**src/bpwq_pkg.sv**
```systemverilog
// Shared types and constants for the buffer pool with wait queue.
package bpwq_pkg;

    // Width of a buffer or requester identifier and the size of that id space
    localparam int ID_W     = 4;
    localparam int ID_COUNT = 1 << ID_W;

    // Default pool and wait queue depths
    localparam int DEF_NUM_BUFFERS    = 16;
    localparam int DEF_NUM_REQUESTERS = 16;

    // Request kinds carried in the input tuser
    localparam logic OP_ALLOC = 1'b0;
    localparam logic OP_FREE  = 1'b1;

    // Outcome codes carried in the output tuser
    typedef enum logic [2:0] {
        OUT_GRANTED  = 3'd0,
        OUT_QUEUED   = 3'd1,
        OUT_HANDED   = 3'd2,
        OUT_POOLED   = 3'd3,
        OUT_REJECTED = 3'd4
    } outcome_t;

endpackage

```
**src/buffer_pool_with_wait_queue.sv**
```systemverilog
// Buffer pool allocator with a first-in first-out wait queue for requesters.
//
// Each word on the input stream is an allocate or a free request; each one
// produces exactly one result word. The free list and the wait queue are two
// ring buffers held in synchronous memories with a registered read port, so
// a request passes through the states S_IDLE and S_RESP: in S_IDLE the
// accept decides the outcome, updates the heads and counts and issues the
// ring read, and in S_RESP the result register is loaded from the read data
// once the output register is free. A new request is taken as soon as the
// block is back in idle, so none is taken while one is still in S_RESP;
// while a result word waits on a stalled output, one more request is taken
// and the block then holds until the waiting word is taken. The pool is
// empty after reset and is seeded by free requests. The waiting marks reset
// to cleared at once, so no clearing pass is needed.
module buffer_pool_with_wait_queue
    import bpwq_pkg::*;
#(
    parameter int NUM_BUFFERS    = DEF_NUM_BUFFERS,
    parameter int NUM_REQUESTERS = DEF_NUM_REQUESTERS
)
(
    input  logic                  clk,
    input  logic                  rst_n,
    // Request side
    input  logic                  s_tvalid,
    output logic                  s_tready,
    input  logic [2*ID_W-1:0]     s_tdata,   // [3:0] requester_id, [7:4] buffer_id
    input  logic [0:0]            s_tuser,   // [0] op
    // Result side
    output logic                  m_tvalid,
    input  logic                  m_tready,
    output logic [2*ID_W-1:0]     m_tdata,   // [3:0] granted_buffer, [7:4] notified_requester
    output logic [2:0]            m_tuser    // [2:0] outcome
);

    localparam int FB_AW = (NUM_BUFFERS > 1) ? $clog2(NUM_BUFFERS) : 1;
    localparam int FB_CW = $clog2(NUM_BUFFERS + 1);
    localparam int FB_SW = FB_CW + 1;
    localparam int WQ_AW = (NUM_REQUESTERS > 1) ? $clog2(NUM_REQUESTERS) : 1;
    localparam int WQ_CW = $clog2(NUM_REQUESTERS + 1);
    localparam int WQ_SW = WQ_CW + 1;

    typedef enum logic {
        S_IDLE,
        S_RESP
    } state_t;

    // Ring memories
    logic [ID_W-1:0] free_mem [NUM_BUFFERS];
    logic [ID_W-1:0] wait_mem [NUM_REQUESTERS];

    state_t              state_reg,      state_next;
    logic [FB_AW-1:0]    free_head_reg,  free_head_next;
    logic [FB_CW-1:0]    free_count_reg, free_count_next;
    logic [WQ_AW-1:0]    wait_head_reg,  wait_head_next;
    logic [WQ_CW-1:0]    wait_count_reg, wait_count_next;
    logic [ID_COUNT-1:0] mark_reg,       mark_next;
    outcome_t            kind_reg,       kind_next;
    logic [ID_W-1:0]     req_reg,        req_next;
    logic [ID_W-1:0]     buf_reg,        buf_next;
    logic                out_valid_reg,  out_valid_next;
    logic [2*ID_W-1:0]   out_data_reg,   out_data_next;
    outcome_t            out_kind_reg,   out_kind_next;

    logic [ID_W-1:0]     free_rd_reg;
    logic [ID_W-1:0]     wait_rd_reg;

    logic                accept;
    logic [ID_W-1:0]     in_req;
    logic [ID_W-1:0]     in_buf;
    logic                req_in_range;
    logic                buf_in_range;
    logic                free_rd_en;
    logic                free_wr_en;
    logic                wait_rd_en;
    logic                wait_wr_en;
    logic [FB_SW-1:0]    free_sum;
    logic [FB_AW-1:0]    free_tail;
    logic [WQ_SW-1:0]    wait_sum;
    logic [WQ_AW-1:0]    wait_tail;
    logic                out_load;

    assign in_req       = s_tdata[ID_W-1:0];
    assign in_buf       = s_tdata[2*ID_W-1:ID_W];
    assign req_in_range = (32'(in_req) < NUM_REQUESTERS);
    assign buf_in_range = (32'(in_buf) < NUM_BUFFERS);

    assign s_tready = (state_reg == S_IDLE);
    assign accept   = s_tvalid && s_tready;

    assign m_tvalid = out_valid_reg;
    assign m_tdata  = out_data_reg;
    assign m_tuser  = out_kind_reg;

    // Tail positions: head plus count, wrapped once
    always_comb
    begin
        free_sum  = FB_SW'(free_head_reg) + FB_SW'(free_count_reg);
        if (free_sum >= FB_SW'(NUM_BUFFERS))
        begin
            free_sum = free_sum - FB_SW'(NUM_BUFFERS);
        end
        free_tail = free_sum[FB_AW-1:0];

        wait_sum  = WQ_SW'(wait_head_reg) + WQ_SW'(wait_count_reg);
        if (wait_sum >= WQ_SW'(NUM_REQUESTERS))
        begin
            wait_sum = wait_sum - WQ_SW'(NUM_REQUESTERS);
        end
        wait_tail = wait_sum[WQ_AW-1:0];
    end

    // Decide the outcome, advance the rings and build the result word
    always_comb
    begin
        state_next      = state_reg;
        free_head_next  = free_head_reg;
        free_count_next = free_count_reg;
        wait_head_next  = wait_head_reg;
        wait_count_next = wait_count_reg;
        mark_next       = mark_reg;
        kind_next       = kind_reg;
        req_next        = req_reg;
        buf_next        = buf_reg;
        out_valid_next  = out_valid_reg;
        out_data_next   = out_data_reg;
        out_kind_next   = out_kind_reg;
        free_rd_en      = 1'b0;
        free_wr_en      = 1'b0;
        wait_rd_en      = 1'b0;
        wait_wr_en      = 1'b0;
        out_load        = 1'b0;

        // Drop the result word once taken
        if (out_valid_reg && m_tready)
        begin
            out_valid_next = 1'b0;
        end

        unique case (state_reg)
            S_IDLE:
            begin
                if (accept)
                begin
                    req_next   = in_req;
                    buf_next   = in_buf;
                    state_next = S_RESP;
                    if (s_tuser[0] == OP_ALLOC)
                    begin
                        if (!req_in_range || mark_reg[in_req])
                        begin
                            kind_next = OUT_REJECTED;
                        end
                        else if (free_count_reg != '0)
                        begin
                            kind_next       = OUT_GRANTED;
                            free_rd_en      = 1'b1;
                            free_count_next = free_count_reg - 1'b1;
                            free_head_next  = (free_head_reg == FB_AW'(NUM_BUFFERS - 1))
                                              ? '0 : free_head_reg + 1'b1;
                        end
                        else if (wait_count_reg == WQ_CW'(NUM_REQUESTERS))
                        begin
                            kind_next = OUT_REJECTED;
                        end
                        else
                        begin
                            kind_next         = OUT_QUEUED;
                            wait_wr_en        = 1'b1;
                            wait_count_next   = wait_count_reg + 1'b1;
                            mark_next[in_req] = 1'b1;
                        end
                    end
                    else
                    begin
                        if (!buf_in_range)
                        begin
                            kind_next = OUT_REJECTED;
                        end
                        else if (wait_count_reg != '0)
                        begin
                            kind_next       = OUT_HANDED;
                            wait_rd_en      = 1'b1;
                            wait_count_next = wait_count_reg - 1'b1;
                            wait_head_next  = (wait_head_reg == WQ_AW'(NUM_REQUESTERS - 1))
                                              ? '0 : wait_head_reg + 1'b1;
                        end
                        else if (free_count_reg == FB_CW'(NUM_BUFFERS))
                        begin
                            kind_next = OUT_REJECTED;
                        end
                        else
                        begin
                            kind_next       = OUT_POOLED;
                            free_wr_en      = 1'b1;
                            free_count_next = free_count_reg + 1'b1;
                        end
                    end
                end
            end
            S_RESP:
            begin
                // Load the result once the output register is free
                out_load = !out_valid_reg || m_tready;
                if (out_load)
                begin
                    out_valid_next = 1'b1;
                    out_kind_next  = kind_reg;
                    state_next     = S_IDLE;
                    case (kind_reg)
                        OUT_GRANTED:
                        begin
                            out_data_next = {req_reg, free_rd_reg};
                        end
                        OUT_HANDED:
                        begin
                            out_data_next          = {wait_rd_reg, buf_reg};
                            mark_next[wait_rd_reg] = 1'b0;
                        end
                        default:
                        begin
                            out_data_next = '0;
                        end
                    endcase
                end
            end
            default:
            begin
                state_next = S_IDLE;
            end
        endcase
    end

    // Free list ring
    always_ff @(posedge clk)
    begin
        if (free_wr_en)
        begin
            free_mem[free_tail] <= in_buf;
        end
        if (free_rd_en)
        begin
            free_rd_reg <= free_mem[free_head_reg];
        end
    end

    // Wait queue ring
    always_ff @(posedge clk)
    begin
        if (wait_wr_en)
        begin
            wait_mem[wait_tail] <= in_req;
        end
        if (wait_rd_en)
        begin
            wait_rd_reg <= wait_mem[wait_head_reg];
        end
    end

    // Hold control state and the result register
    always_ff @(posedge clk or negedge rst_n)
    begin
        if (!rst_n)
        begin
            state_reg      <= S_IDLE;
            free_head_reg  <= '0;
            free_count_reg <= '0;
            wait_head_reg  <= '0;
            wait_count_reg <= '0;
            mark_reg       <= '0;
            out_valid_reg  <= 1'b0;
        end
        else
        begin
            state_reg      <= state_next;
            free_head_reg  <= free_head_next;
            free_count_reg <= free_count_next;
            wait_head_reg  <= wait_head_next;
            wait_count_reg <= wait_count_next;
            mark_reg       <= mark_next;
            out_valid_reg  <= out_valid_next;
        end
    end

    // Payload registers
    always_ff @(posedge clk)
    begin
        kind_reg     <= kind_next;
        req_reg      <= req_next;
        buf_reg      <= buf_next;
        out_data_reg <= out_data_next;
        out_kind_reg <= out_kind_next;
    end

endmodule
```
**config.mk**
```make
export PLATFORM = sky130hd
export DESIGN_NAME = buffer_pool_with_wait_queue
export DESIGN_NICKNAME = d
export VERILOG_FILES = /design/src/bpwq_pkg.sv /design/src/buffer_pool_with_wait_queue.sv
export SDC_FILE = /design/constraint.sdc
export NUM_CORES = 1
export LEC_CHECK = 0
export ABC_AREA = 1
export BUFFER_PORTS_ARGS = -buffer_cell sky130_fd_sc_hd__buf_2
export CAP_MARGIN = 5
export CORE_MARGIN = 3
export CORE_UTILIZATION = 40
export CTS_BUF_LIST = sky130_fd_sc_hd__clkbuf_4 sky130_fd_sc_hd__clkbuf_8
export CTS_CLUSTER_SIZE = 16
export DETAILED_ROUTE_END_ITERATION = 10
export GPL_ROUTABILITY_DRIVEN = 0
export GPL_TIMING_DRIVEN = 0
export SKIP_LAST_GASP = 1
export SLEW_MARGIN = 10
export SYNTH_ARGS = -nofsm -noshare
export SYNTH_HDL_FRONTEND = slang
export SYNTH_SLANG_ARGS = --single-unit
```
**constraint.sdc**
```tcl
create_clock -name clk -period 2.7 [get_ports clk]
set_input_delay 0.135 -clock clk [delete_from_list [all_inputs] [get_ports clk]]
set_output_delay 0.135 -clock clk [all_outputs]
set_load 0.03 [all_outputs]
```
==> results.ini, run 1 <==
[detailed_routing]
first_iter_violations=403
drt.antenna.violating_nets=0
routed_wl_mm=20.27
remaining_drc_errors=0
post_drt_wl_per_cell_um=17.14
drt_first_pass_iters=5
via_per_inst=5.270
vias=6235

[pwr]
power_leakage_nw=3.689
power_density_mw_per_mm2=1007
vdd_drop_max_mv=0.5900
p_sw_mw=4.319
power_frac_seq=0.407
finalPower_mw=9.938
internal_power_mw=5.618
switching_share=0.4346
p_comb_frac=0.395
pwr-share-clk=0.197

[grt]
gr-total-overflow=0
grt_pass1_wl_mm=32.11
grt_pass1_vias=5967
grt_start_max_net_pins=37
antenna_found_initial=0
track_usage=0.1701

[worst_setup_path]
critPathLaunchType=register
slowest_delay_ns=0.61
path_delay_family=simple AND/OR/NAND/NOR gates
cpMaxStageDelayCell=nor3_1
worstSetupPathType=register to register
crit_required_ns=2.82
crit_fanout=8
endpoint_kind=register
crit_path_cell_trace=nor2_1 -> nand4_1 -> or2_2 -> nor2_2 -> nand4_2 -> nor3_1
critPathBufInv=0
cp_data_arrival_time_ns=2.79

[synth]
muxShareOfSynthArea=0
synth_seq_area_share=0.6340
ys_ff_latch=194
synth_edf_count=158
synth_compound_area_frac=0.1103
syn_area_per_cell_sq_um=10.51
synthesis.area_sq_mm=0.008905
yosysWarningCount=0
synthAdderAreaFrac=0.02866
async_reset_ff_frac=0.1856
synth_nets=878
yosys_most_used_dff=edfxtp_1
synthSimpleGateAreaFrac=0.1756
yosysUniqueCellTypes=38
synth_xor_area_frac=0.01770
synth_top_family_by_area=simple AND/OR/NAND/NOR gates
synthCells=847

[sta]
maxSlewViolCount=0
fmax_mhz=374.6
post-route-min-period_ns=2.669
fin_crit_sh=0.9887
hold_violations=0
setup_viol=0
relSlewSlack=0.4464
rsz0062_at_grt=yes
skew_ns=0.02940
worst_pin_slew_ns=0.8304

[clocking]
clk_path_buf_depth=2
root_buffer=clkbuf_8
cts.sinks=194
cts_buffers=17
cts_tree=yes
htreeDepth=4
path_clk_slew_ns=0.12
clkLatencyLatePin_ns=0.49

[floorplanning]
rows=53
io_pins=26
die_w_um=155.2
fp.coreArea_sq_mm=0.02142
die_h_um=155.2
floorplan.initialDensity=0.4157
die_area_sq_mm=0.02409

[finish]
area.sequential_sq_mm=0.005645
area_growth_pct=10.86
final_common_cell=edfxtp_1
multi_input_area_sq_mm=0.002992
final_nets=926
nFillCells=2037
utilization=0.4609
diodes=0
drive_above_1_share=0.09471
layout_common_cells=edfxtp_1 (158), nand2_1 (150), nor2_1 (135)

[run_status]
status=complete, no violations

[min_path]
hold_class=input port to register

[flow_run]
maxCapViolations=0

[placed_design]
io_buffers=25
place.detailed.hpwl_mm=14.23

==> cell usage after synthesis (2+ instances only) <==
master    instances  area, sq um
inv_1            38        142.6
buf_4             3        22.52
o21ai_0          98        490.5
nor2_1          140        525.5
o221ai_1          4        35.03
fa_1              4        80.08
o22ai_1          14        87.58
o21ai_1           9        45.04
o32ai_1           8        70.07
o311ai_0          2        17.52
nand2_1         150        563.0
nand3_1          55        275.3
o211ai_1         18        135.1
xor2_1            9        78.83
nand4_1           3        18.77
nor3_1           10        50.05
nand2_2           2        12.51
ha_1             14        175.2
nand3b_1          2        15.01
xnor2_1           9        78.83
inv_2             4        15.01
a21oi_1          17        85.08
buf_1             3        11.26
clkbuf_1         22        82.58
edfxtp_1        158         4745
nor4_1            2        12.51
dfrtp_1          36        900.9
buf_2             3        15.01
==> what timing repair did <==
| item | CTS | global route |
|---|---|---|
| resized for setup | 1 | 8 |
| setup buffers | 0 | 1 |
| hold buffers | 3 | 0 |
| pin swaps | 0 | 1 |
| gates cloned | 0 | 0 |
| endpoints found under the hold margin | 38 | 0 |
| setup endpoints to repair | 6 | 46 |
==> final timing paths <==
check                                           endpoint                     startpoint  depth (start not counted)  slack (ns)
min                             free_mem[1][1]$_DFFE_PP_                     s_tdata[5]                          1        0.08
min reg2reg                         m_tuser[1]$_DFFE_PP_      kind_reg[1]$_SDFFCE_PN0P_                          0        0.51
max                            wait_mem[13][2]$_DFFE_PP_  free_count_reg[1]$_DFFE_PN0P_                          6        0.03
max reg2reg                    wait_mem[13][2]$_DFFE_PP_  free_count_reg[1]$_DFFE_PN0P_                          6        0.03
max in group asynchronous  wait_count_reg[4]$_DFFE_PN0P_                          rst_n                          2        1.88
min in group asynchronous        mark_reg[3]$_DFFE_PN0P_                          rst_n                          2        0.28
==> layout make-up <==
type / instances / share of cell area
multi-input combinational: 579 / 0.3030
clock buffer: 17 / 0.02370
buffer: 32 / 0.01445
sequential: 194 / 0.5719
tap: 275 / 0.03485
clock inverter: 15 / 0.01965
timing repair buffer: 29 / 0.01648
inverter: 42 / 0.01597
==> power by group through the flow <==
stage               clock network, mW  logic (mW)  registers, mW
floorplan                           0        2.66           4.13
detailed placement                  0        3.82           4.11
CTS                              2.02        3.84           4.05
finish                           1.96        3.93           4.05
global placement                    0        3.78           4.11
global route                     2.13        4.39           4.10
==> kinds of logic (layout without fill, tap and decap cells) <==
logic type / after synthesis / in the layout
buffers and inverters: 74 / 135
and+or+nand+nor: 372 / 372
AOI/OAI and AO/OA: 171 / 171
DFF: 194 / 194
adders and majority gates: 18 / 18
xor gates and xnor gates: 18 / 18
==> per-layer routing <==
metal  up-vias  wire [um]  track usage
li1       3098          -            -
met1      2946       9787       0.2453
met2       166       9149       0.2642
met3        25        961      0.02976
met4         0        373      0.05377
met5         -          0            0
==> per-stage QoR <==
stage	area, sq um	worst slack, ns	TNS (ns)	hold slack [ns]	instances
finish	9872	0.03056	0	0.07562	1183
floorplan	8905	0.5437	0	-0.1606	847
global placement	9374	-0.03070	-0.1224	0.2910	1147
global route	9872	-0.07121	-1.288	0.05064	1183
detailed placement	9374	-0.02710	-0.1746	0.2934	1147
CTS	9834	-0.009911	-0.08510	0.03819	1182
Power figures use the tool's default switching activity.
==> inputs of run 2 (changes only) <==
BUFFER_PORTS_ARGS = -buffer_cell sky130_fd_sc_hd__buf_4   (was -buffer_cell sky130_fd_sc_hd__buf_2)
==> run 2 against run 1 <==
  * The flow now finishes with violations (negative setup slack)
  * Core utilization increased by 0.23 points
  * Register-to-register slack got worse by 0.03 ns
  * Via count increased by 1.6%
  * Cell count increased by 0.34%
  * Total power decreased by 0.62%
  * Flip-flop and latch count unchanged
  * Global-route usage increased by 0.46 points
  * Combinational power increased by 1%
  * Critical endpoint is now wait_mem[2][3]$_DFFE_PP_
  * Largest power group unchanged
==> results.ini, run 2 (synthesis results as in run 1) <==
[clocking]
root_buffer=clkbuf_8  ; unchanged
clkLatencyLatePin_ns=0.48  ; was 0.49 ns
cts_buffers=17  ; unchanged
clk_path_buf_depth=2  ; unchanged
htreeDepth=4  ; unchanged
cts_tree=yes  ; unchanged
path_clk_slew_ns=0.11  ; was 0.12 ns
cts.sinks=194  ; unchanged

[finish]
fin_cells=1187  ; was 1183
area_growth_pct=11.41  ; was 10.86%
layout_common_cells=edfxtp_1 (158), nand2_1 (150), nor2_1 (135)  ; unchanged
diodes=0  ; unchanged
utilization=0.4632  ; was 0.4609
final_common_cell=edfxtp_1  ; unchanged
nFillCells=2026  ; was 2037
final_nets=930  ; was 926
drive_above_1_share=0.09211  ; was 0.09471
fin_area_sq_mm=0.009921  ; was 0.009872 sq mm

[detailed_routing]
post_drt_wl_per_cell_um=17.22  ; was 17.14 um
drt.antenna.violating_nets=0  ; unchanged
wl_met2_mm=9.098  ; was 9.149 mm
remaining_drc_errors=0  ; unchanged
highest_layer=met4  ; unchanged
wl_met3_mm=1.070  ; was 961 um
via_per_inst=5.334  ; was 5.270
met1Wirelength_mm=9.883  ; was 9.787 mm
vias=6332  ; was 6235
routed_wl_mm=20.44  ; was 20.27 mm
drt_first_pass_iters=5  ; unchanged
first_iter_violations=452  ; was 403

[grt]
gr-total-overflow=0  ; unchanged
grt_start_max_net_pins=37  ; unchanged
track_usage=0.1747  ; was 0.1701
grt_pass1_wl_mm=33.06  ; was 32.11 mm
antenna_found_initial=0  ; unchanged
grt_pass1_vias=6088  ; was 5967

[floorplanning]
floorplan.initialDensity=0.4157  ; unchanged
die_h_um=155.2  ; unchanged
die_area_sq_mm=0.02409  ; unchanged
io_pins=26  ; unchanged
rows=53  ; unchanged
fp.coreArea_sq_mm=0.02142  ; unchanged
die_w_um=155.2  ; unchanged

[pwr]
pwr-share-clk=0.187  ; was 0.197
power_leakage_nw=3.699  ; was 3.689 nW
p_sw_mw=4.243  ; was 4.319 mW
vdd_drop_max_mv=0.4229  ; was 0.5900 mV
p_comb_frac=0.403  ; was 0.395
internal_power_mw=5.632  ; was 5.618 mW
finalPower_mw=9.876  ; was 9.938 mW
power_density_mw_per_mm2=995.4  ; was 1007 mW/mm^2
switching_share=0.4297  ; was 0.4346
power_frac_seq=0.411  ; was 0.407

[sta]
fmax_mhz=369.8  ; was 374.6 MHz
maxSlewViolCount=0  ; unchanged
relSlewSlack=0.5247  ; was 0.4464
hold_slack_ns=0.03444  ; was 0.07562 ns
setup_viol=4  ; was 0
finalSetupTns_ns=-0.01720  ; was 0 ns
post-route-min-period_ns=2.704  ; was 2.669 ns
rsz0062_at_grt=yes  ; unchanged
hold_violations=0  ; unchanged
worst_pin_slew_ns=0.7104  ; was 0.8304 ns
fin_crit_sh=1.002  ; was 0.9887
final.setup.worst_slack_ns=-0.004391  ; was 0.03056 ns
skew_ns=0.01736  ; was 0.02940 ns

[worst_setup_path]
timing.rr.end=wait_mem[2][3]$_DFFE_PP_  ; was wait_mem[13][2]$_DFFE_PP_
endpoint_kind=register  ; unchanged
critPathLaunchType=register  ; unchanged
rr_worst_depth=7  ; was 6
cp_data_arrival_time_ns=2.90  ; was 2.79 ns
reg2reg_slack_ns=-0.004  ; was 0.03 ns
r2r-start=wait_head_reg[0]$_DFFE_PN0P_  ; was free_count_reg[1]$_DFFE_PN0P_
crit_fanout=9  ; was 8
crit_required_ns=2.90  ; was 2.82 ns
worstSetupPathType=register to register  ; unchanged

[min_path]
hold_class=input port to register  ; unchanged
whs_endpoint=wait_mem[8][1]$_DFFE_PP_  ; was free_mem[1][1]$_DFFE_PP_
whs_path_depth=1  ; unchanged
min_from=s_tdata[1]  ; was s_tdata[5]

[placed_design]
place.detailed.hpwl_mm=14.13  ; was 14.23 mm
dpl_cell_area_sq_mm=0.009437  ; was 0.009374 sq mm
place_inst=1147  ; unchanged
io_buffers=25  ; unchanged
dp_slack_ns=-0.08802  ; was -0.02710 ns

[run_status]
status=complete, but fails checks  ; was complete, no violations
violations=negative setup slack

[flow_run]
maxCapViolations=0  ; unchanged

==> run 2: cell count changes in the layout (fill, tap and decap cells not counted), sizes merged <==
cell	change
clkbuf	+1
clkinv	-1
clkinvlp	+2
dlygate4sd3	+4
inv	-2
==> run 2: what timing repair did <==
item,in CTS,in global routing
buffers inserted,0,1
gates resized for setup,1,7
pin swaps,0,0
endpoints found under the hold margin,82,9
setup endpoints to repair,9,56
hold buffers,6,1
==> run 2: how the worst max path moves through the flow <==
stage,from,slack (ns),end
after detailed placement,wait_head_reg[0]$_DFFE_PN0P_,-0.09,wait_mem[6][2]$_DFFE_PP_
after floorplan,state_reg$_DFF_PN0_,0.54,mark_reg[10]$_DFFE_PN0P_
after global routing,wait_head_reg[0]$_DFFE_PN0P_,-0.12,wait_mem[2][2]$_DFFE_PP_
after global placement,wait_head_reg[0]$_DFFE_PN0P_,-0.03,wait_mem[6][2]$_DFFE_PP_
after CTS,wait_head_reg[0]$_DFFE_PN0P_,-0.04,wait_mem[2][3]$_DFFE_PP_
final,wait_head_reg[0]$_DFFE_PN0P_,-0.004,wait_mem[2][3]$_DFFE_PP_
==> run 2: layout make-up <==
type,count,area (sq um),share of cell area
buffer,32,142.6,0.01438
clock buffer,18,241.5,0.02434
clock inverter,14,140.1,0.01413
inverter,42,157.7,0.01589
multi-input combinational,579,2984,0.3008
sequential,194,5645,0.5691
tap,275,344.1,0.03468
timing repair buffer,33,265.3,0.02674
==> run 2: power groups by stage <==
stage                     combinational (mW)  sequential, mW  clock [mW]
after global routing                    4.48            4.12        2.02
after detailed placement                3.88            4.12           0
final                                   3.98            4.06        1.84
after CTS                               3.91            4.06        1.88
after global placement                  3.84            4.12           0
after floorplan                         2.66            4.13           0
==> run 2: worst max-delay path: stages, from the launching register on <==
cell and delay, ns:
dfrtp_1 0.51, ha_1 0.28, fa_2 0.63, inv_1 0.17, nor2_1 0.13, nand4_1 0.31, buf_4 0.27, nor2_4 0.13
==> run 2: per-layer routing <==
| metal | up-vias | GRT usage |
|---|---|---|
| met4 | 0 | 0.05752 |
| met3 | 24 | 0.03783 |
| li1 | 3094 | - |
| met5 | - | 0 |
| met2 | 168 | 0.2524 |
| met1 | 3046 | 0.2628 |
==> inputs of run 3 (changes only) <==
==> constraint.sdc (replaced) <==
create_clock -name clk -period 2.7 [get_ports clk]
set_input_delay 0.54 -clock clk [delete_from_list [all_inputs] [get_ports clk]]
set_output_delay 0.54 -clock clk [all_outputs]
set_load 0.03 [all_outputs]
==> run 3 against run 2 <==
  * The run still ends with negative setup slack left
  * Clock-buffer cell count unchanged
  * Critical path depth unchanged
  * Hold slack got worse by 0.019 ns
  * Critical path type unchanged
  * Largest cell class unchanged
==> results.ini, run 3 (synthesis results as in run 1) <==
[run_status]
status=complete, but fails checks  ; unchanged
violations=negative setup slack  ; unchanged

[detailed_routing]
drt_first_pass_iters=5  ; unchanged
remaining_drc_errors=0  ; unchanged
post_drt_wl_per_cell_um=17.22  ; about the same
via_per_inst=5.336  ; was 5.334
vias=6297  ; was 6332
drt.antenna.violating_nets=0  ; unchanged
first_iter_violations=476  ; was 452
routed_wl_mm=20.32  ; was 20.44 mm

[finish]
fin_area_sq_mm=0.009851  ; was 0.009921 sq mm
area_growth_pct=10.62  ; was 11.41%
multi_input_area_sq_mm=0.002984  ; unchanged
final_nets=923  ; was 930
diodes=0  ; unchanged
layout_common_cells=edfxtp_1 (158), nand2_1 (150), nor2_1 (135)  ; unchanged
final_common_cell=edfxtp_1  ; unchanged
drive_above_1_share=0.09282  ; was 0.09211
area.sequential_sq_mm=0.005645  ; unchanged
fin_cells=1180  ; was 1187
nFillCells=2035  ; was 2026

[worst_setup_path]
timing.rr.end=wait_mem[2][3]$_DFFE_PP_  ; unchanged
path_delay_family=adder cells  ; unchanged
crit_fanout=9  ; unchanged
endpoint_kind=register  ; unchanged
crit_required_ns=2.89  ; was 2.90 ns
worstSetupPathType=register to register  ; unchanged
rr_worst_depth=7  ; unchanged
cp_data_arrival_time_ns=2.90  ; about the same
critPathBufInv=2  ; unchanged
critPathLaunchType=register  ; unchanged
slowest_delay_ns=0.63  ; about the same
r2r-start=wait_head_reg[0]$_DFFE_PN0P_  ; unchanged
reg2reg_slack_ns=-0.006  ; was -0.004 ns
cpMaxStageDelayCell=fa_2  ; unchanged
crit_path_cell_trace=ha_1 -> fa_2 -> inv_1 -> nor2_1 -> nand4_1 -> buf_4 -> nor2_4  ; unchanged

[grt]
grt_pass1_vias=6065  ; was 6088
grt_pass1_wl_mm=32.97  ; was 33.06 mm
grt_start_max_net_pins=37  ; unchanged
gr-total-overflow=0  ; unchanged
track_usage=0.1743  ; was 0.1747
antenna_found_initial=0  ; unchanged

[sta]
final.setup.worst_slack_ns=-0.005779  ; was -0.004391 ns
hold_violations=0  ; unchanged
relSlewSlack=0.5197  ; was 0.5247
fin_crit_sh=1.002  ; about the same
skew_ns=0.01911  ; was 0.01736 ns
worst_pin_slew_ns=0.7177  ; was 0.7104 ns
setup_viol=4  ; unchanged
rsz0062_at_grt=yes  ; unchanged
maxSlewViolCount=0  ; unchanged
post-route-min-period_ns=2.706  ; was 2.704 ns
fmax_mhz=369.6  ; was 369.8 MHz

[clocking]
htreeDepth=4  ; unchanged
cts_buffers=17  ; unchanged
root_buffer=clkbuf_8  ; unchanged
cts_tree=yes  ; unchanged
clkLatencyLatePin_ns=0.47  ; was 0.48 ns
clk_path_buf_depth=2  ; unchanged
cts.sinks=194  ; unchanged
path_clk_slew_ns=0.11  ; about the same

[pwr]
power_leakage_nw=3.669  ; was 3.699 nW
vdd_drop_max_mv=0.4211  ; was 0.4229 mV
power_density_mw_per_mm2=1000  ; was 995.4 mW/mm^2

[floorplanning]
die_h_um=155.2  ; unchanged
rows=53  ; unchanged
die_area_sq_mm=0.02409  ; unchanged
floorplan.initialDensity=0.4157  ; unchanged
fp.coreArea_sq_mm=0.02142  ; unchanged
die_w_um=155.2  ; unchanged
io_pins=26  ; unchanged

[placed_design]
io_buffers=25  ; unchanged
dpl_cell_area_sq_mm=0.009437  ; unchanged
place.detailed.hpwl_mm=14.13  ; unchanged
dp_slack_ns=-0.2723  ; was -0.08802 ns
place_inst=1147  ; unchanged

[flow_run]
maxCapViolations=0  ; unchanged

[min_path]
hold_class=input port to asynchronous set/reset pin  ; was input port to register

## run 3: changes by cell type in the layout (fill, tap and decap cells not counted)
cell and delta:
dlygate4sd3_1 -7
## run 3: cell type report
type                       count  share of cell area
timing repair buffer          26             0.01981
buffer                        32             0.01448
tap                          275             0.03493
inverter                      42             0.01600
clock inverter                14             0.01423
clock buffer                  18             0.02451
sequential                   194              0.5731
multi-input combinational    579              0.3029
## run 3: layer usage
| metal | track usage | up-vias | routed length [um] |
|---|---|---|---|
| met5 | 0 | - | 0 |
| met4 | 0.05586 | 0 | 389 |
| met3 | 0.03783 | 27 | 944 |
| met2 | 0.2524 | 163 | 9084 |
| met1 | 0.2623 | 3034 | 9906 |
| li1 | - | 3073 | - |
## run 3: worst max path at each step
| stage | start | to | depth (start not counted) |
|---|---|---|---|
| after CTS | wait_head_reg[0]$_DFFE_PN0P_ | wait_mem[2][3]$_DFFE_PP_ | 6 |
| final | wait_head_reg[0]$_DFFE_PN0P_ | wait_mem[2][3]$_DFFE_PP_ | 7 |
| after detailed placement | s_tdata[1] | wait_mem[13][0]$_DFFE_PP_ | 10 |
| after global placement | s_tdata[1] | wait_mem[13][0]$_DFFE_PP_ | 10 |
| after floorplan | state_reg$_DFF_PN0_ | mark_reg[10]$_DFFE_PN0P_ | 8 |
| after global routing | wait_head_reg[0]$_DFFE_PN0P_ | wait_mem[2][2]$_DFFE_PP_ | 7 |
## run 3: through the flow
| step | power (mW) | setup TNS (ns) | hold slack [ns] | utilization |
|---|---|---|---|---|
| 2_1_floorplan | 6.788 | 0 | 0.2444 | - |
| 3_3_place_gp | 7.954 | -6.932 | 0.4832 | 0.4406 |
| 3_5_place_dp | 7.998 | -9.110 | 0.4792 | 0.4406 |
| 4_1_cts | 9.839 | -0.2369 | 0.01616 | 0.4585 |
| 5_1_grt | 10.60 | -3.163 | 0.03314 | 0.4599 |
| 6_report | 9.854 | -0.02213 | 0.01531 | 0.4599 |
## run 3: worst reg2reg max path: cells and delay by family (launching register included)
kind                     cells  cell delay, ns
adder cells (fa/ha/maj)      2            0.92
AND/OR/NAND/NOR              3            0.57
buffers and inverters        2            0.44
flip-flops                   1            0.51
## run 3: what timing repair did
action | in CTS | in global routing
setup buffers | 0 | 1
pin swaps | 0 | 0
resized for setup | 1 | 7
hold buffers | 0 | 0
endpoints found under the setup margin | 9 | 56
## run 3: power by group
group / leakage [nW] / switching, mW / internal [mW]
clock network: 0.189 / 1.14 / 0.697
logic: 1.59 / 2.71 / 1.25
registers: 1.89 / 0.379 / 3.68
